==> config.mk <==
export PLATFORM = sky130hd
export DESIGN_NAME = slip_crc_packet_deframer_core
export DESIGN_NICKNAME = d
export VERILOG_FILES = /design/src/rtl/core/slcd_pkg.sv /design/src/rtl/core/slcd_front.sv /design/src/rtl/core/slcd_fifo.sv /design/src/rtl/core/slcd_back.sv /design/src/rtl/core/slip_crc_packet_deframer_core.sv
export SDC_FILE = /design/constraint.sdc
export NUM_CORES = 1
export LEC_CHECK = 0
export BUFFER_PORTS_ARGS = -buffer_cell sky130_fd_sc_hd__buf_2
export CORE_MARGIN = 2
export CORE_UTILIZATION = 55
export CTS_CLUSTER_SIZE = 14
export DETAILED_ROUTE_END_ITERATION = 8
export GPL_TIMING_DRIVEN = 0
export PLACE_DENSITY_LB_ADDON = 0.2
export SYNTH_ARGS = -nofsm -noshare
export SYNTH_HDL_FRONTEND = slang
export SYNTH_HIERARCHICAL = 1
export SYNTH_SLANG_ARGS = --single-unit
==> constraint.sdc <==
create_clock -name clk -period 7.6 [get_ports clk]
set_input_delay 1.52 -clock clk [delete_from_list [all_inputs] [get_ports clk]]
set_output_delay 1.52 -clock clk [all_outputs]
set_load 0.005 [all_outputs]
==> src/rtl/core/slcd_pkg.sv <==
// Shared types, byte codes and CRC helper for the SLIP/CRC deframer.
`default_nettype none
package slcd_pkg;

    localparam int MAX_PAYLOAD_DEF = 256;
    localparam int MAX_PACKET_DEF  = 261;

    localparam logic [7:0] BYTE_END     = 8'hC0;
    localparam logic [7:0] BYTE_ESC     = 8'hDB;
    localparam logic [7:0] BYTE_ESC_END = 8'hDC;
    localparam logic [7:0] BYTE_ESC_ESC = 8'hDD;

    localparam logic [15:0] CRC_INIT = 16'hFFFF;
    localparam logic [15:0] CRC_POLY = 16'h1021;

    // header is command + two length bytes, trailer is two CRC bytes
    localparam int HDR_BYTES   = 3;
    localparam int FRAME_EXTRA = 5;

    localparam int OUT_DATA_W = 56;

    typedef enum logic [1:0] {
        TOK_DATA,
        TOK_CLOSE,
        TOK_ABORT
    } tok_kind_t;

    typedef enum logic [2:0] {
        ST_OK,
        ST_SHORT,
        ST_LEN,
        ST_CRC,
        ST_OVF
    } status_t;

    typedef struct packed {
        tok_kind_t  kind;
        logic [7:0] data;
        logic       dovf;
    } token_t;

    function automatic logic [15:0] crc_byte(input logic [15:0] crc_in, input logic [7:0] b);
        logic [15:0] c;
        c = crc_in ^ {b, 8'h00};
        for (int k = 0; k < 8; k++)
        begin
            if (c[15])
                c = {c[14:0], 1'b0} ^ CRC_POLY;
            else
                c = {c[14:0], 1'b0};
        end
        return c;
    endfunction

endpackage
`default_nettype wire

==> src/rtl/core/slcd_front.sv <==
// Front end: frame hunt, SLIP unescape, overflow checks, token generation.
`default_nettype none
module slcd_front #(
    parameter int MAX_PACKET = slcd_pkg::MAX_PACKET_DEF
) (
    input  wire               clk,
    input  wire               rst_n,
    input  wire               s_tvalid,
    output logic              s_tready,
    input  wire  [7:0]        s_tdata,   // [7:0] rx_byte
    output logic              tok_valid,
    input  wire               tok_ready,
    output slcd_pkg::token_t  tok
);

    localparam int ENC_W = $clog2(2 * MAX_PACKET + 1);
    localparam int CNT_W = $clog2(MAX_PACKET + 1);

    logic             in_frame_reg, in_frame_next;
    logic             esc_reg, esc_next;
    logic [ENC_W-1:0] enc_reg, enc_next;
    logic [CNT_W-1:0] dec_reg, dec_next;
    logic             dovf_reg, dovf_next;
    logic             take;
    logic             emit;

    assign s_tready = tok_ready;
    assign take     = s_tvalid & s_tready;
    assign tok_valid = take & emit;

    always_comb
    begin
        in_frame_next = in_frame_reg;
        esc_next      = esc_reg;
        enc_next      = enc_reg;
        dec_next      = dec_reg;
        dovf_next     = dovf_reg;
        emit          = 1'b0;
        tok.kind      = slcd_pkg::TOK_DATA;
        tok.data      = s_tdata;
        tok.dovf      = dovf_reg;
        if (!in_frame_reg)
        begin
            if (s_tdata == slcd_pkg::BYTE_END)
            begin
                in_frame_next = 1'b1;
                esc_next      = 1'b0;
                enc_next      = ENC_W'(1);
                dec_next      = '0;
                dovf_next     = 1'b0;
            end
        end
        else if (s_tdata == slcd_pkg::BYTE_END)
        begin
            emit          = 1'b1;
            tok.kind      = slcd_pkg::TOK_CLOSE;
            in_frame_next = 1'b0;
        end
        else if (enc_reg >= ENC_W'(2 * MAX_PACKET))
        begin
            emit          = 1'b1;
            tok.kind      = slcd_pkg::TOK_ABORT;
            in_frame_next = 1'b0;
        end
        else
        begin
            enc_next = enc_reg + ENC_W'(1);
            if (dovf_reg)
            begin
                emit = 1'b0;
            end
            else if (s_tdata == slcd_pkg::BYTE_ESC)
            begin
                esc_next = 1'b1;
            end
            else if (esc_reg)
            begin
                esc_next = 1'b0;
                if (dec_reg >= CNT_W'(MAX_PACKET))
                    dovf_next = 1'b1;
                else if (s_tdata == slcd_pkg::BYTE_ESC_END)
                begin
                    emit     = 1'b1;
                    tok.data = slcd_pkg::BYTE_END;
                    dec_next = dec_reg + CNT_W'(1);
                end
                else if (s_tdata == slcd_pkg::BYTE_ESC_ESC)
                begin
                    emit     = 1'b1;
                    tok.data = slcd_pkg::BYTE_ESC;
                    dec_next = dec_reg + CNT_W'(1);
                end
            end
            else if (dec_reg >= CNT_W'(MAX_PACKET))
            begin
                dovf_next = 1'b1;
            end
            else
            begin
                emit     = 1'b1;
                dec_next = dec_reg + CNT_W'(1);
            end
        end
    end

    always_ff @(posedge clk or negedge rst_n)
    begin
        if (!rst_n)
        begin
            in_frame_reg <= 1'b0;
            esc_reg      <= 1'b0;
            enc_reg      <= '0;
            dec_reg      <= '0;
            dovf_reg     <= 1'b0;
        end
        else if (take)
        begin
            in_frame_reg <= in_frame_next;
            esc_reg      <= esc_next;
            enc_reg      <= enc_next;
            dec_reg      <= dec_next;
            dovf_reg     <= dovf_next;
        end
    end

endmodule
`default_nettype wire

==> src/rtl/core/slcd_fifo.sv <==
// Two-entry token queue between front and back ends.
`default_nettype none
module slcd_fifo (
    input  wire               clk,
    input  wire               rst_n,
    input  wire               push_valid,
    output logic              push_ready,
    input  slcd_pkg::token_t  push_tok,
    output logic              pop_valid,
    input  wire               pop_ready,
    output slcd_pkg::token_t  pop_tok
);

    slcd_pkg::token_t mem [2];
    logic       wr_ptr_reg;
    logic       rd_ptr_reg;
    logic [1:0] cnt_reg;
    logic       do_push;
    logic       do_pop;

    assign push_ready = (cnt_reg != 2'd2);
    assign pop_valid  = (cnt_reg != 2'd0);
    assign pop_tok    = mem[rd_ptr_reg];
    assign do_push    = push_valid & push_ready;
    assign do_pop     = pop_valid & pop_ready;

    always_ff @(posedge clk)
    begin
        if (do_push)
            mem[wr_ptr_reg] <= push_tok;
    end

    always_ff @(posedge clk or negedge rst_n)
    begin
        if (!rst_n)
        begin
            wr_ptr_reg <= 1'b0;
            rd_ptr_reg <= 1'b0;
            cnt_reg    <= 2'd0;
        end
        else
        begin
            if (do_push)
                wr_ptr_reg <= ~wr_ptr_reg;
            if (do_pop)
                rd_ptr_reg <= ~rd_ptr_reg;
            if (do_push && !do_pop)
                cnt_reg <= cnt_reg + 2'd1;
            else if (do_pop && !do_push)
                cnt_reg <= cnt_reg - 2'd1;
        end
    end

endmodule
`default_nettype wire

==> src/rtl/core/slcd_back.sv <==
// Back end: header parse, CRC-16-CCITT, payload and status word output.
`default_nettype none
module slcd_back #(
    parameter int MAX_PAYLOAD = slcd_pkg::MAX_PAYLOAD_DEF,
    parameter int MAX_PACKET  = slcd_pkg::MAX_PACKET_DEF
) (
    input  wire                                  clk,
    input  wire                                  rst_n,
    input  wire                                  tok_valid,
    output logic                                 tok_ready,
    input  slcd_pkg::token_t                     tok,
    output logic                                 m_tvalid,
    input  wire                                  m_tready,
    output logic [slcd_pkg::OUT_DATA_W-1:0]      m_tdata,
    output logic                                 m_tlast
);

    localparam int CNT_W = $clog2(MAX_PACKET + 1);

    logic [CNT_W-1:0] cnt_reg, cnt_next;
    logic [7:0]       cmd_reg, cmd_next;
    logic [15:0]      len_reg, len_next;
    logic [15:0]      crc_reg, crc_next;
    logic [15:0]      crcc_reg, crcc_next;

    logic                              out_valid_reg, out_valid_next;
    logic                              out_last_reg, out_last_next;
    logic [slcd_pkg::OUT_DATA_W-1:0]   out_data_reg, out_data_next;

    logic             pop;
    logic [16:0]      idx17;
    logic [16:0]      len17;
    logic [16:0]      cnt17;
    logic [16:0]      len_cur17;
    slcd_pkg::status_t status;

    assign tok_ready = !out_valid_reg || m_tready;
    assign pop       = tok_valid & tok_ready;
    assign m_tvalid  = out_valid_reg;
    assign m_tlast   = out_last_reg;
    assign m_tdata   = out_data_reg;

    assign idx17     = 17'(cnt_reg);
    assign cnt17     = 17'(cnt_reg);
    assign len_cur17 = {1'b0, len_reg};

    // close status by priority
    always_comb
    begin
        if (tok.dovf || cnt17 < 17'(slcd_pkg::FRAME_EXTRA))
            status = slcd_pkg::ST_SHORT;
        else if (len_cur17 > 17'(MAX_PAYLOAD))
            status = slcd_pkg::ST_LEN;
        else if (cnt17 < len_cur17 + 17'(slcd_pkg::FRAME_EXTRA))
            status = slcd_pkg::ST_SHORT;
        else if (crc_reg != crcc_reg)
            status = slcd_pkg::ST_CRC;
        else
            status = slcd_pkg::ST_OK;
    end

    always_comb
    begin
        cnt_next       = cnt_reg;
        cmd_next       = cmd_reg;
        len_next       = len_reg;
        crc_next       = crc_reg;
        crcc_next      = crcc_reg;
        out_valid_next = out_valid_reg & ~m_tready;
        out_last_next  = out_last_reg;
        out_data_next  = out_data_reg;
        len17          = len_cur17;
        if (pop)
        begin
            case (tok.kind)
                slcd_pkg::TOK_DATA:
                begin
                    if (cnt_reg == CNT_W'(0))
                        cmd_next = tok.data;
                    else if (cnt_reg == CNT_W'(1))
                        len_next = {8'h00, tok.data};
                    else if (cnt_reg == CNT_W'(2))
                        len_next = {tok.data, len_reg[7:0]};
                    len17 = {1'b0, len_next};
                    if (idx17 < 17'(slcd_pkg::HDR_BYTES)
                        || idx17 < len17 + 17'(slcd_pkg::HDR_BYTES))
                    begin
                        crc_next = slcd_pkg::crc_byte(crc_reg, tok.data);
                        if (idx17 >= 17'(slcd_pkg::HDR_BYTES) && len17 <= 17'(MAX_PAYLOAD))
                        begin
                            out_valid_next = 1'b1;
                            out_last_next  = 1'b0;
                            out_data_next  = {{(slcd_pkg::OUT_DATA_W-8){1'b0}}, tok.data};
                        end
                    end
                    else if (idx17 == len17 + 17'(slcd_pkg::HDR_BYTES))
                        crcc_next = {crcc_reg[15:8], tok.data};
                    else if (idx17 == len17 + 17'(slcd_pkg::HDR_BYTES + 1))
                        crcc_next = {tok.data, crcc_reg[7:0]};
                    cnt_next = cnt_reg + CNT_W'(1);
                end
                slcd_pkg::TOK_CLOSE, slcd_pkg::TOK_ABORT:
                begin
                    out_valid_next = 1'b1;
                    out_last_next  = 1'b1;
                    // {pad, crc, len, cmd, status, data}
                    out_data_next  = {5'd0, crcc_reg, len_reg, cmd_reg,
                                      (tok.kind == slcd_pkg::TOK_ABORT)
                                          ? slcd_pkg::ST_OVF : status,
                                      8'h00};
                    cnt_next  = '0;
                    cmd_next  = 8'h00;
                    len_next  = 16'h0000;
                    crc_next  = slcd_pkg::CRC_INIT;
                    crcc_next = 16'h0000;
                end
                default:
                begin
                    cnt_next = cnt_reg;
                end
            endcase
        end
    end

    always_ff @(posedge clk or negedge rst_n)
    begin
        if (!rst_n)
        begin
            cnt_reg       <= '0;
            cmd_reg       <= 8'h00;
            len_reg       <= 16'h0000;
            crc_reg       <= slcd_pkg::CRC_INIT;
            crcc_reg      <= 16'h0000;
            out_valid_reg <= 1'b0;
            out_last_reg  <= 1'b0;
        end
        else
        begin
            cnt_reg       <= cnt_next;
            cmd_reg       <= cmd_next;
            len_reg       <= len_next;
            crc_reg       <= crc_next;
            crcc_reg      <= crcc_next;
            out_valid_reg <= out_valid_next;
            out_last_reg  <= out_last_next;
        end
    end

    always_ff @(posedge clk)
    begin
        out_data_reg <= out_data_next;
    end

endmodule
`default_nettype wire

==> src/rtl/core/slip_crc_packet_deframer_core.sv <==
// Top level of the SLIP deframer with CRC-16-CCITT check.
//
//  channel  | dir | payload
//  ---------+-----+-----------------------------------------------------------
//  s_axis   | in  | tdata[7:0] rx_byte
//  m_axis   | out | tlast is_frame_end; tdata data_byte, frame_status,
//           |     | command_code, payload_len, received_crc (low bit up)
//
// One byte per cycle while m_tready keeps the token queue from filling; each byte
// goes front classify -> two-entry token queue -> back CRC and output register.
// The back end does its header, CRC and compare work combinationally ahead of its output register.
// Reset (rst_n low, async) puts the block in hunt mode with an empty queue.
// m_tready low stalls only the back end; s_tready drops once the queue fills.
`default_nettype none
module slip_crc_packet_deframer_core #(
    parameter int MAX_PAYLOAD = slcd_pkg::MAX_PAYLOAD_DEF,
    parameter int MAX_PACKET  = slcd_pkg::MAX_PACKET_DEF
) (
    input  wire                              clk,
    input  wire                              rst_n,
    input  wire                              s_tvalid,
    output logic                             s_tready,
    input  wire  [7:0]                       s_tdata,   // [7:0] rx_byte
    output logic                             m_tvalid,
    input  wire                              m_tready,
    // [7:0] data_byte, [10:8] frame_status, [18:11] command_code,
    // [34:19] payload_len, [50:35] received_crc, [55:51] zero
    output logic [slcd_pkg::OUT_DATA_W-1:0]  m_tdata,
    output logic                             m_tlast    // is_frame_end
);

    slcd_pkg::token_t f_tok;
    slcd_pkg::token_t b_tok;
    logic             f_valid, f_ready;
    logic             b_valid, b_ready;

    slcd_front #(
        .MAX_PACKET (MAX_PACKET)
    ) u_front (
        .clk       (clk),
        .rst_n     (rst_n),
        .s_tvalid  (s_tvalid),
        .s_tready  (s_tready),
        .s_tdata   (s_tdata),
        .tok_valid (f_valid),
        .tok_ready (f_ready),
        .tok       (f_tok)
    );

    slcd_fifo u_fifo (
        .clk        (clk),
        .rst_n      (rst_n),
        .push_valid (f_valid),
        .push_ready (f_ready),
        .push_tok   (f_tok),
        .pop_valid  (b_valid),
        .pop_ready  (b_ready),
        .pop_tok    (b_tok)
    );

    slcd_back #(
        .MAX_PAYLOAD (MAX_PAYLOAD),
        .MAX_PACKET  (MAX_PACKET)
    ) u_back (
        .clk       (clk),
        .rst_n     (rst_n),
        .tok_valid (b_valid),
        .tok_ready (b_ready),
        .tok       (b_tok),
        .m_tvalid  (m_tvalid),
        .m_tready  (m_tready),
        .m_tdata   (m_tdata),
        .m_tlast   (m_tlast)
    );

endmodule
`default_nettype wire

; ---- After elaboration in Yosys (flattened, before gate mapping)
; Memories as Yosys holds them, arrays and structs flattened.
; Cells that the tools add are included.
[totals]
out_inout_bits = 59
word_cells = 217
mem_bits_rw = 22
regBits = 149
n_memories = 1
[classes]
n_eq_ne = 25
muxes = 115
n_lt_le_gt_ge = 9
n_reduce_logical = 25
addsub = 8
bitwise = 17
[mem_list]
columns = name, depth, width, rd, rd_clocked_by_memory_dff, write_ports, line
row1 = u_fifo.mem, 2, 11, 1, 0, 1, slcd_fifo.sv:14  ; slcd_pkg::token_t mem [2];
[ops]
columns = op, count
row1 = $mux 16, 30
row2 = $mux 56, 2
row3 = $pmux 56 s2, 1
row4 = $mux 13, 8
row5 = $mux 9, 11
row6 = $pmux 16 s2, 3
row7 = $mux 8, 9
row8 = $mux 10, 5
row9 = $add 16x3->17 const B, 2
row10 = $eq 9x17->1, 2
row11 = $lt 9x17->1, 2
row12 = $mux 1, 33
row13 = $eq 8x8->1 const B, 4
row14 = $not 3->3, 8
row15 = $add 9x1->9 const B, 2
row16 = $pmux 9 s2, 1
row17 = $add 16x2->17 const B, 1
row18 = $gt 16x9->1 const B, 1
row19 = $le 16x9->1 const B, 1
row20 = $ne 16x16->1, 1
row21 = $ne 2x1->1 const B, 8
row22 = $pmux 8 s2, 1
row23 = $xor 16x16->16, 1
row24 = $mux 3, 4
row25 = other kinds (30), 58

; ---- Longest topological paths before layout
; Gate-level depths: netlist (run 1).
[depth]
depth_word = 46
mapped_depth = 24
depth_no_buf = 21

; ---- Modules after synthesis
; The synthesis (run 1) kept the hierarchy.
[modules_own_cells]
columns = mod, area_per_inst_um2, cells_each, instances, seq_area_each_um2
row1 = slcd_back, 7193.1, 703, 1, 3228.1
row2 = slcd_front, 1579.0, 185, 1, 550.5
row3 = slcd_fifo, 1003.5, 52, 1, 760.7

; ---- Least setup slack after synthesis (run 1)
; No wires, ideal clock.
[synth_timing]
path_type = register -> register
startpoint = register u_back.cnt_reg[1]
endpoint = register u_back.out_last_reg, in the netlist u_back/m_tlast
arrival_time_ps = 7157
period_less_slack_ps = 7288
slack_ps = 312
required_time_ps = 7470
stages_incl_launch_ff = 24
n_path_buf = 3
cell_sequence = dfrtp_1 > inv_1 > ha_1 > nand2b_1 > nand4_1 > buf_4 > buf_1 > clkbuf_1 > mux2i_1 > ha_1 > nor2b_1 > nor2b_1 > nand2_1 > xor2_1 > nand2_1 > o21ai_0 > ha_1 > o21a_1 > o21ai_0 > a21oi_1 > o21bai_1 > nor2_2 > o22ai_1 > mux2_2
[synth_via]
elab_chain_len = 11
elab_cells_between_ends = 18
[synth_lines]
columns = element, line
row1 = start: declaration, slcd_back.sv:20  ; logic [CNT_W-1:0] cnt_reg, cnt_next;
row2 = start signal: assignment, slcd_back.sv:139  ; cnt_reg <= cnt_next;
row3 = $eq 9x2->1, slcd_back.sv:82  ; else if (cnt_reg == CNT_W'(2))
row4 = $mux 16, slcd_back.sv:82
row5 = $mux 16, slcd_back.sv:80  ; else if (cnt_reg == CNT_W'(1))
row6 = $mux 16, slcd_back.sv:78  ; if (cnt_reg == CNT_W'(0))
row7 = $mux 16, slcd_back.sv:75  ; case (tok.kind)
row8 = $mux 16, slcd_back.sv:73  ; if (pop)
row9 = $add 16x2->17, slcd_back.sv:86  ; || idx17 < len17 + 17'(slcd_pkg::HDR_BYTES))
row10 = $lt 9x17->1, slcd_back.sv:86
row11 = $logic_or 1x1->1, slcd_back.sv:86
row12 = $ne 2x1->1 (no line), -
row13 = $reduce_and 4->1 (no line) (*), -
row14 = end signal: assignment, slcd_back.sv:145  ; out_last_reg <= out_last_next;
row15 = end: declaration, slcd_back.sv:27  ; logic out_last_reg, out_last_next;
; Every way passes the cells marked *; elsewhere a longest branch is shown, timed or not. The select of a mux whose other input is x is not followed.
; A chain may end at the register's enable or synchronous reset.

; ---- Final worst setup path (run 1)
[layout_timing]
startpoint = register u_back.cnt_reg[0]
endpoint = register u_back.out_data_reg, in the netlist u_back/m_tdata[23] (enable)
[layout_via]
elab_chain_len = 11
elab_cells_between_ends = 18
[layout_lines]
columns = element, line
row1 = $eq 9x2->1, slcd_back.sv:82
row2 = $mux 16, slcd_back.sv:82
row3 = $mux 16, slcd_back.sv:80
row4 = $mux 16, slcd_back.sv:78
row5 = $mux 16, slcd_back.sv:75
row6 = $mux 16, slcd_back.sv:73
row7 = $add 16x2->17, slcd_back.sv:86
row8 = $lt 9x17->1, slcd_back.sv:86
row9 = $logic_or 1x1->1, slcd_back.sv:86
row10 = $ne 2x1->1 (no line), -
row11 = $reduce_and 4->1 (no line) (*), -
row12 = end signal: assignment, slcd_back.sv:151  ; out_data_reg <= out_data_next;
row13 = end: declaration, slcd_back.sv:28  ; logic [slcd_pkg::OUT_DATA_W-1:0] out_data_reg, out_data_next;
; Marked as above.

==> results of run 1 <==
[cell usage after synthesis (all sizes together) (3+ instances only)]
| master | number | share of area |
|---|---|---|
| a211oi | 10 | 0.0095 |
| a21boi | 4 | 0.0031 |
| a21o | 3 | 0.0023 |
| a21oi | 23 | 0.012 |
| a22o | 17 | 0.016 |
| a22oi | 9 | 0.0069 |
| a2bb2oi | 14 | 0.013 |
| a31oi | 6 | 0.0038 |
| and2 | 43 | 0.028 |
| and3 | 14 | 0.0090 |
| buf | 23 | 0.015 |
| clkbuf | 40 | 0.015 |
| dfrtp | 77 | 0.20 |
| dfstp | 16 | 0.043 |
| edfxtp | 73 | 0.22 |
| ha | 37 | 0.047 |
| inv | 23 | 0.0088 |
| mux2 | 23 | 0.026 |
| mux2i | 25 | 0.026 |
| nand2 | 80 | 0.032 |
| nand2b | 8 | 0.0059 |
| nand3 | 34 | 0.017 |
| nand3b | 3 | 0.0023 |
| nand4 | 19 | 0.013 |
| nand4b | 3 | 0.0042 |
| nor2 | 33 | 0.013 |
| nor2b | 18 | 0.012 |
| nor3 | 16 | 0.0087 |
| nor4 | 15 | 0.013 |
| o21a | 8 | 0.0061 |
| o21ai | 61 | 0.032 |
| o22ai | 5 | 0.0032 |
| o31a | 4 | 0.0036 |
| o31ai | 12 | 0.0097 |
| or2 | 6 | 0.0041 |
| or3 | 16 | 0.010 |
| or4 | 11 | 0.0088 |
| xnor2 | 49 | 0.044 |
| xor2 | 25 | 0.022 |
[power groups by stage]
stage	Combinational, W	Sequential [W]	Clock (W)
3_3_place_gp	0.00128	0.00128	0
5_1_grt	0.00147	0.00129	0.000953
3_5_place_dp	0.00130	0.00128	0
4_1_cts	0.00131	0.00126	0.000918
2_1_floorplan	0.000928	0.00127	0
6_report	0.00132	0.00126	0.000898
[critical path, cell delays in order (launching register included)]
cell	delay [ns]
sky130_fd_sc_hd__dfrtp_1	0.53
sky130_fd_sc_hd__inv_1	0.20
sky130_fd_sc_hd__ha_1	0.31
sky130_fd_sc_hd__nand2b_1	0.11
sky130_fd_sc_hd__nand4_1	0.09
sky130_fd_sc_hd__buf_4	0.21
sky130_fd_sc_hd__buf_1	0.49
sky130_fd_sc_hd__clkbuf_1	0.40
sky130_fd_sc_hd__mux2i_1	0.24
sky130_fd_sc_hd__ha_1	0.31
sky130_fd_sc_hd__nor2b_1	0.28
sky130_fd_sc_hd__nor2b_1	0.22
sky130_fd_sc_hd__nand2_1	0.08
sky130_fd_sc_hd__xor2_1	0.16
sky130_fd_sc_hd__nand2_1	0.08
sky130_fd_sc_hd__o21ai_0	0.09
sky130_fd_sc_hd__ha_1	0.32
sky130_fd_sc_hd__o21a_1	0.19
sky130_fd_sc_hd__o21ai_0	0.13
sky130_fd_sc_hd__a21oi_1	0.07
sky130_fd_sc_hd__o21bai_1	0.51
sky130_fd_sc_hd__nor2_2	0.21
sky130_fd_sc_hd__o22ai_4	0.61
sky130_fd_sc_hd__buf_12	0.29
[final cells by class]
type	instances	area, µm²	area share
flip-flops and latches	166	4540	0.409
multi-input cells	691	4880	0.440
repair buffers	67	375	0.0338
clock buffers	17	425	0.0383
clock inverters	15	206	0.0186
inverters	24	90.1	0.00812
well taps	225	282	0.0254
plain buffers	63	293	0.0264
[kinds of logic (layout without fill, tap and decap cells)]
group / count (synthesis) / count (layout) / share of synthesized area
adders and majority gates: 37 / 37 / 0.0474
xor gates and xnor gates: 74 / 74 / 0.0663
and+or+nand+nor: 327 / 327 / 0.187
AOI/OAI and AO/OA: 200 / 200 / 0.143
muxes: 48 / 48 / 0.0525
other: 1 / 5 / 0.000384
buffers and inverters: 87 / 186 / 0.0392
DFF: 166 / 166 / 0.464
[per-layer routing]
layer | global-route usage | routed length [µm] | up-vias
met4 | 0.0882 | 325 | 0
li1 | - | - | 3635
met5 | 0 | 0 | -
met1 | 0.392 | 11200 | 3624
met2 | 0.419 | 11100 | 279
met3 | 0.0464 | 1670 | 24
[metrics by stage]
| stage | hold WS (ns) | utilization | setup TNS, ns |
|---|---|---|---|
| floorplan | 0.461 | - | 0 |
| global placement | 0.480 | 0.599 | -74.53 |
| detailed placement | 0.481 | 0.603 | 0 |
| CTS | 0.496 | 0.639 | 0 |
| global route | 0.528 | 0.639 | 0 |
| finish | 0.498 | 0.639 | 0 |
[how the worst min path moves through the flow]
stage	startpoint	slack, ns	endpoint
4_1_cts	u_fifo/wr_ptr_reg	0.50	u_fifo/wr_ptr_reg
5_1_grt	u_fifo/wr_ptr_reg	0.53	u_fifo/wr_ptr_reg
2_1_floorplan	u_fifo/wr_ptr_reg	0.46	u_fifo/wr_ptr_reg
3_5_place_dp	u_fifo/wr_ptr_reg	0.48	u_fifo/wr_ptr_reg
3_3_place_gp	u_fifo/wr_ptr_reg	0.48	u_fifo/wr_ptr_reg
6_report	u_fifo/wr_ptr_reg	0.50	u_fifo/wr_ptr_reg
==> insert_results.sql, run 1 <==
INSERT INTO impl_metrics (metric_group, metric, value, unit) VALUES
('status', 'run_status', 'finished, final reports clean', ''),
('critical_path', 'critPathKind', 'reg -> reg', ''),
('cells_and_area', 'mostFrequentLayoutCells', '78 x sky130_fd_sc_hd__nand2_1, 77 x sky130_fd_sc_hd__dfrtp_1, 73 x sky130_fd_sc_hd__edfxtp_1', ''),
('clock_tree', 'cts_max_path_buffers', '2', ''),
('cells_and_area', 'final-instance-count-excl-fill', '1268', ''),
('drt', 'post_drt_wl_per_cell', '19.1', 'µm'),
('logic_synthesis', 'synthesis.area_per_instance', '10.4', 'µm²'),
('clock_tree', 'hold_buffers', '0', ''),
('logic_synthesis', 'number_of_synthesized_flops_with_an_enable_pin', '73', ''),
('global_route', 'grt_pass1_wl', '39.0', 'mm'),
('sta', 'timing_hold_violations_final', '0', ''),
('clock_tree', 'cts.sink_count', '166', ''),
('critical_path', 'timing.rr.start', 'u_back/cnt_reg[0]', ''),
('global_route', 'vias_in_the_first_global_route', '7187', ''),
('sta', 'clock.fmax', '155', 'MHz'),
('sta', 'min_period_over_period', '0.851', ''),
('die', 'die_width', '137', 'µm'),
('cells_and_area', 'nFillCells', '1411', ''),
('logic_synthesis', 'sequential_to_total_area_share_from_yosys_stat', '0.464', ''),
('drt', 'dr_vias', '7562', ''),
('power', 'worst_ir_drop_vdd', '0.000170', 'V'),
('die', 'initial_utilization', '0.563', ''),
('global_route', 'grt_remaining_overflow', '0', ''),
('logic_synthesis', 'ys_seq_elements', '166', ''),
('place', 'gp_congestion', '0.981', ''),
('power', 'clockPowerShare', '0.257', ''),
('critical_path', 'worst-path-max-fanout', '33', ''),
('logic_synthesis', 'synth_area', '9780', 'µm²'),
('logic_synthesis', 'synthArstFlopShare', '0.560', ''),
('critical_path', 'r2r_slack', '1.13', 'ns'),
('logic_synthesis', 'yosysWarnings', '6', ''),
('drt', 'drc', '0', ''),
('logic_synthesis', 'syn-instance-count', '940', ''),
('cells_and_area', 'area_growth_from_synthesis_to_layout', '13.5', '%'),
('critical_path', 'crit_required', '7.73', 'ns'),
('die', 'placementRows', '48', ''),
('drt', 'ant_nets', '0', ''),
('sta', 'period_needed', '6.47', 'ns'),
('power', 'sw_frac_of_total', '0.379', ''),
('cells_and_area', 'drive_gt1_frac', '0.174', ''),
('clock_tree', 'cts_tree', 'yes', ''),
('power', 'static-leakage-power', '4.69', 'nW'),
('place', 'dpl_cell_area', '10500', 'µm²'),
('logic_synthesis', 'synth_top_flop_cell', 'sky130_fd_sc_hd__dfrtp_1', ''),
('critical_path', 'worst_setup_path_end_kind', 'register', ''),
('place', 'io_buffer_count', '65', ''),
('clock_tree', 'cts_setup_buffers', '0', ''),
('cells_and_area', 'diodes', '0', ''),
('drt', 'drt_initial_violations', '581', ''),
('sta', 'final-setup-viol-count', '0', ''),
('critical_path', 'crit_path_start', 'u_back/cnt_reg[0]', ''),
('sta', 'timing.slew.headroom', '0.351', ''),
('critical_path', 'reg2reg_to', 'u_back/m_tdata[23]', ''),
('place', 'post-dp-hpwl', '17.8', 'mm'),
('clock_tree', 'cts.clk_slew.worst_paths', '0.07', 'ns'),
('critical_path', 'rr_worst_depth', '23', ''),
('flow_run', 'maxCapViolCount', '0', ''),
('die', 'die_y_extent', '137', 'µm'),
('power', 'seqPwrFrac', '0.363', ''),
('cells_and_area', 'largest_register_ffs', '51', ''),
('die', 'core_area', '17400', 'µm²'),
('die', 'floorplan.die_area', '18900', 'µm²'),
('sta', 'tightest_slew', '0.968', 'ns'),
('clock_tree', 'numCtsBuffers', '17', ''),
('power', 'finalPower', '0.00349', 'W'),
('critical_path', 'setup.worst_path.end', 'u_back/m_tdata[23]', ''),
('cells_and_area', 'design.final.nets', '1079', ''),
('power', 'p_sw', '0.00132', 'W'),
('cells_and_area', 'mostFrequentLayoutCell', 'sky130_fd_sc_hd__nand2_1', ''),
('drt', 'detail_route.first_pass.iterations', '7', ''),
('place', 'dp_slack', '1.20', 'ns');
(Power assumes the default switching activity.)
==> run 2: changes to the inputs <==
ABC_CLOCK_PERIOD_IN_PS = 7600   (was default)
SYNTH_HIERARCHICAL = default   (was 1)
==> run 2 against run 1 <==
- sequential cell count did not move
- sequential power rose by 7%
- final area fell by 4.0%
- area after synthesis fell by 4.2%
- worst hold slack got worse by 0.0067 ns
- sequential share of layout area rose by 1.7 points
- fmax fell by 0.60%
- register-to-register slack got worse by 0.04 ns
- setup slack got worse by 0.039 ns
- die area fell by 4.1%
- critical path type unchanged
==> insert_results.sql, run 2 <==
INSERT INTO impl_metrics (metric_group, metric, value, unit) VALUES
('status', 'run_status', 'finished, final reports clean', ''),
('clock_tree', 'cts.root.buffer_cell', 'sky130_fd_sc_hd__clkbuf_16', ''),
('power', 'power.density', '346', 'nW/µm²'),
('global_route', 'groute.usage.overall', '0.262', ''),
('place', 'gp_congestion', '0.941', ''),
('power', 'worst_ir_drop_vdd', '0.000189', 'V'),
('cells_and_area', 'mostFrequentLayoutCells', '80 x sky130_fd_sc_hd__nor2_1, 77 x sky130_fd_sc_hd__dfrtp_1, 75 x sky130_fd_sc_hd__nand2_1', ''),
('clock_tree', 'cts.clk_slew.worst_paths', '0.07', 'ns'),
('cells_and_area', 'drive_gt1_frac', '0.156', ''),
('cells_and_area', 'finish.instance_area', '10600', 'µm²'),
('sta', 'timing_hold_violations_final', '0', ''),
('logic_synthesis', 'syn-instance-count', '904', ''),
('cells_and_area', 'mostFrequentLayoutCell', 'sky130_fd_sc_hd__nor2_1', ''),
('logic_synthesis', 'ys_top_cells_by_count', '80 x sky130_fd_sc_hd__nor2_1, 77 x sky130_fd_sc_hd__dfrtp_1, 75 x sky130_fd_sc_hd__nand2_1', ''),
('place', 'io_buffer_count', '65', ''),
('power', 'static-leakage-power', '4.63', 'nW'),
('drt', 'drt_wl_total', '22.4', 'mm'),
('sta', 'final-setup-viol-count', '0', ''),
('sta', 'clock.fmax', '154', 'MHz'),
('sta', 'clock_skew', '0.0123', 'ns'),
('cells_and_area', 'final-instance-count-excl-fill', '1228', ''),
('sta', 'slew_viol_final', '0', ''),
('clock_tree', 'cts_setup_buffers', '0', ''),
('global_route', 'vias_in_the_first_global_route', '6871', ''),
('global_route', 'grt_antenna_before_repair', '2', ''),
('logic_synthesis', 'synth_area', '9370', 'µm²'),
('logic_synthesis', 'synthDominantCellAreaShare', '0.234', ''),
('die', 'floorplan.io_pins', '71', ''),
('die', 'core_area', '16600', 'µm²'),
('die', 'floorplan.die_area', '18100', 'µm²'),
('critical_path', 'crit_required', '7.92', 'ns'),
('logic_synthesis', 'synthArstFlopShare', '0.560', ''),
('logic_synthesis', 'synth_cell_type_count', '63', ''),
('power', 'finalPower', '0.00368', 'W'),
('clock_tree', 'post_cts.resized_instances', '0', ''),
('cells_and_area', 'largest_register_ffs', '51', ''),
('drt', 'post_drt_wl_per_cell', '18.2', 'µm'),
('clock_tree', 'cts_tree', 'yes', ''),
('sta', 'min_period_over_period', '0.856', ''),
('drt', 'drt_initial_violations', '583', ''),
('die', 'die_y_extent', '135', 'µm'),
('logic_synthesis', 'yosysTopAreaCell', 'sky130_fd_sc_hd__edfxtp_1', ''),
('global_route', 'grt_pass1_wl', '36.5', 'mm'),
('clock_tree', 'numCtsBuffers', '17', ''),
('worst_hold_path', 'worstHoldPathCells', '1', ''),
('logic_synthesis', 'synth_top_flop_cell', 'sky130_fd_sc_hd__dfrtp_1', ''),
('sta', 'fin_hold_ws', '0.491', 'ns'),
('clock_tree', 'worstSkewPairLatency', '0.44', 'ns'),
('place', 'post-dp-hpwl', '16.1', 'mm'),
('die', 'die_width', '135', 'µm'),
('critical_path', 'worstSetupStartpointType', 'register', ''),
('logic_synthesis', 'ys_seq_elements', '166', ''),
('drt', 'drc', '0', ''),
('place', 'dp.cells', '1195', ''),
('critical_path', 'rr_worst_depth', '23', ''),
('logic_synthesis', 'synthesis.area_per_instance', '10.4', 'µm²'),
('drt', 'vias_per_cell', '5.74', ''),
('die', 'initial_utilization', '0.563', ''),
('cells_and_area', 'design.final.nets', '1043', ''),
('global_route', 'grt_remaining_overflow', '0', ''),
('logic_synthesis', 'sequential_to_total_area_share_from_yosys_stat', '0.485', ''),
('logic_synthesis', 'yosysWarnings', '0', ''),
('clock_tree', 'hold_buffers', '0', ''),
('drt', 'ant_nets', '0', ''),
('clock_tree', 'cts_max_path_buffers', '2', ''),
('die', 'placementRows', '47', ''),
('logic_synthesis', 'post_synth_main_area_contributors', 'sky130_fd_sc_hd__edfxtp_1 23%, sky130_fd_sc_hd__dfrtp_1 21%, sky130_fd_sc_hd__ha_1 4.9%, sky130_fd_sc_hd__dfstp_2 4.5%, sky130_fd_sc_hd__xor2_1 4.0%', ''),
('critical_path', 'worst-path-max-fanout', '32', ''),
('critical_path', 'data_arrival_time_of_the_critical_path', '6.83', 'ns'),
('sta', 'tightest_slew', '1.32', 'ns'),
('sta', 'grt_setup_unrepaired', 'false', ''),
('logic_synthesis', 'most_frequently_used_cell_type_in_the_post_synthesis_netlist', 'sky130_fd_sc_hd__nor2_1', ''),
('critical_path', 'critPathKind', 'reg -> reg', ''),
('worst_hold_path', 'worstHoldPathType', 'reg -> reg', ''),
('drt', 'dr_vias', '7043', ''),
('sta', 'period_needed', '6.51', 'ns'),
('global_route', 'grt_max_degree', '63', ''),
('logic_synthesis', 'number_of_synthesized_flops_with_an_enable_pin', '73', ''),
('cells_and_area', 'area_growth_from_synthesis_to_layout', '13.7', '%'),
('place', 'dpl_cell_area', '10000', 'µm²'),
('drt', 'detail_route.first_pass.iterations', '7', ''),
('clock_tree', 'cts.sink_count', '166', ''),
('sta', 'timing.slew.headroom', '0.0942', ''),
('flow_run', 'maxCapViolCount', '0', ''),
('critical_path', 'worst_setup_path_end_kind', 'register', ''),
('clock_tree', 'cts.htree.levels', '4', '');
run 2: cell count changes after synthesis, sizes merged, moves of 7 or more:
cell / delta
inv: +11
buf: -12
or4: -7
nand3: -11
nor2b: -11
mux2: -8
xnor2: -8
mux2i: +12
xor2: +18
a2bb2oi: -14
clkbuf: -10
o21ai: -7
nor2: +47
or3: -12
run 2: layout make-up:
cell class / instances / area (µm²)
fillers: 1353 / 5990
inverters: 34 / 128
clock inverters: 10 / 92.6
diodes: 1 / 2.50
plain buffers: 41 / 195
clock buffers: 22 / 508
multi-input cells: 667 / 4530
well taps: 220 / 275
repair buffers: 67 / 375
flip-flops and latches: 166 / 4540
run 2: path summary, 6_finish.rpt:
kind / slack [ns] / start / to
max in group asynchronous: 5.84 / rst_n / u_back.crc_reg[7]
min in group asynchronous: 1.04 / rst_n / u_front.enc_reg[1]
max: 1.09 / u_back.cnt_reg[1] / u_back.m_tlast
max reg2reg: 1.09 / u_back.cnt_reg[1] / u_back.m_tlast
min: 0.49 / u_fifo.wr_ptr_reg / u_fifo.wr_ptr_reg
min reg2reg: 0.49 / u_fifo.wr_ptr_reg / u_fifo.wr_ptr_reg
run 2: worst max-delay path: stages (launching register included):
cell	delay, ns
sky130_fd_sc_hd__dfrtp_1	0.51
sky130_fd_sc_hd__inv_1	0.21
sky130_fd_sc_hd__ha_1	0.25
sky130_fd_sc_hd__nand2b_1	0.13
sky130_fd_sc_hd__nand4_1	0.23
sky130_fd_sc_hd__clkbuf_1	0.40
sky130_fd_sc_hd__clkbuf_1	0.38
sky130_fd_sc_hd__clkbuf_1	0.38
sky130_fd_sc_hd__nor2_1	0.09
sky130_fd_sc_hd__a21oi_1	0.39
sky130_fd_sc_hd__inv_1	0.09
sky130_fd_sc_hd__ha_1	0.25
sky130_fd_sc_hd__nand2b_1	0.26
sky130_fd_sc_hd__nor2_1	0.11
sky130_fd_sc_hd__xor2_1	0.16
sky130_fd_sc_hd__ha_1	0.30
sky130_fd_sc_hd__o21ai_0	0.08
sky130_fd_sc_hd__a221oi_1	0.11
sky130_fd_sc_hd__a211o_1	0.32
sky130_fd_sc_hd__and3_1	0.18
sky130_fd_sc_hd__a31o_2	0.28
sky130_fd_sc_hd__a21oi_4	0.66
sky130_fd_sc_hd__buf_12	0.28
sky130_fd_sc_hd__mux2_2	0.35
run 2: report_power, final:
group,internal [W],total [W],leakage (nW),switching [W]
logic,0.000559,0.00146,2.42,0.000900
clock network,0.000490,0.000877,0.298,0.000386
registers,0.00122,0.00135,1.91,0.000122
total,0.00227,0.00368,4.63,0.00141
run 2: metrics by stage:
stage	TNS (ns)	util	worst slack (ns)
2_1_floorplan	0	-	0.299
3_3_place_gp	-77.29	0.600	-1.66
3_5_place_dp	0	0.604	1.14
4_1_cts	0	0.640	1.13
5_1_grt	0	0.640	0.604
6_report	0	0.640	1.09
run 2: metal layers:
| metal | up-vias | track usage | part of all wire |
|---|---|---|---|
| li1 | 3391 | - | - |
| met1 | 3341 | 0.355 | 0.44 |
| met2 | 258 | 0.409 | 0.46 |
| met3 | 53 | 0.0503 | 0.072 |
| met4 | 0 | 0.124 | 0.034 |
| met5 | - | 0 | 0 |
run 2: cells by family (layout without fill, tap and decap cells):
logic type	count (synthesis)	in the layout	synth area share
AOI/OAI and AO/OA	153	153	0.110
xor gates and xnor gates	84	84	0.0785
adders and majority gates	37	37	0.0494
buffers and inverters	75	174	0.0345
DFF	166	166	0.485
muxes	52	52	0.0576
other	1	6	0.000400
and+or+nand+nor	336	336	0.185
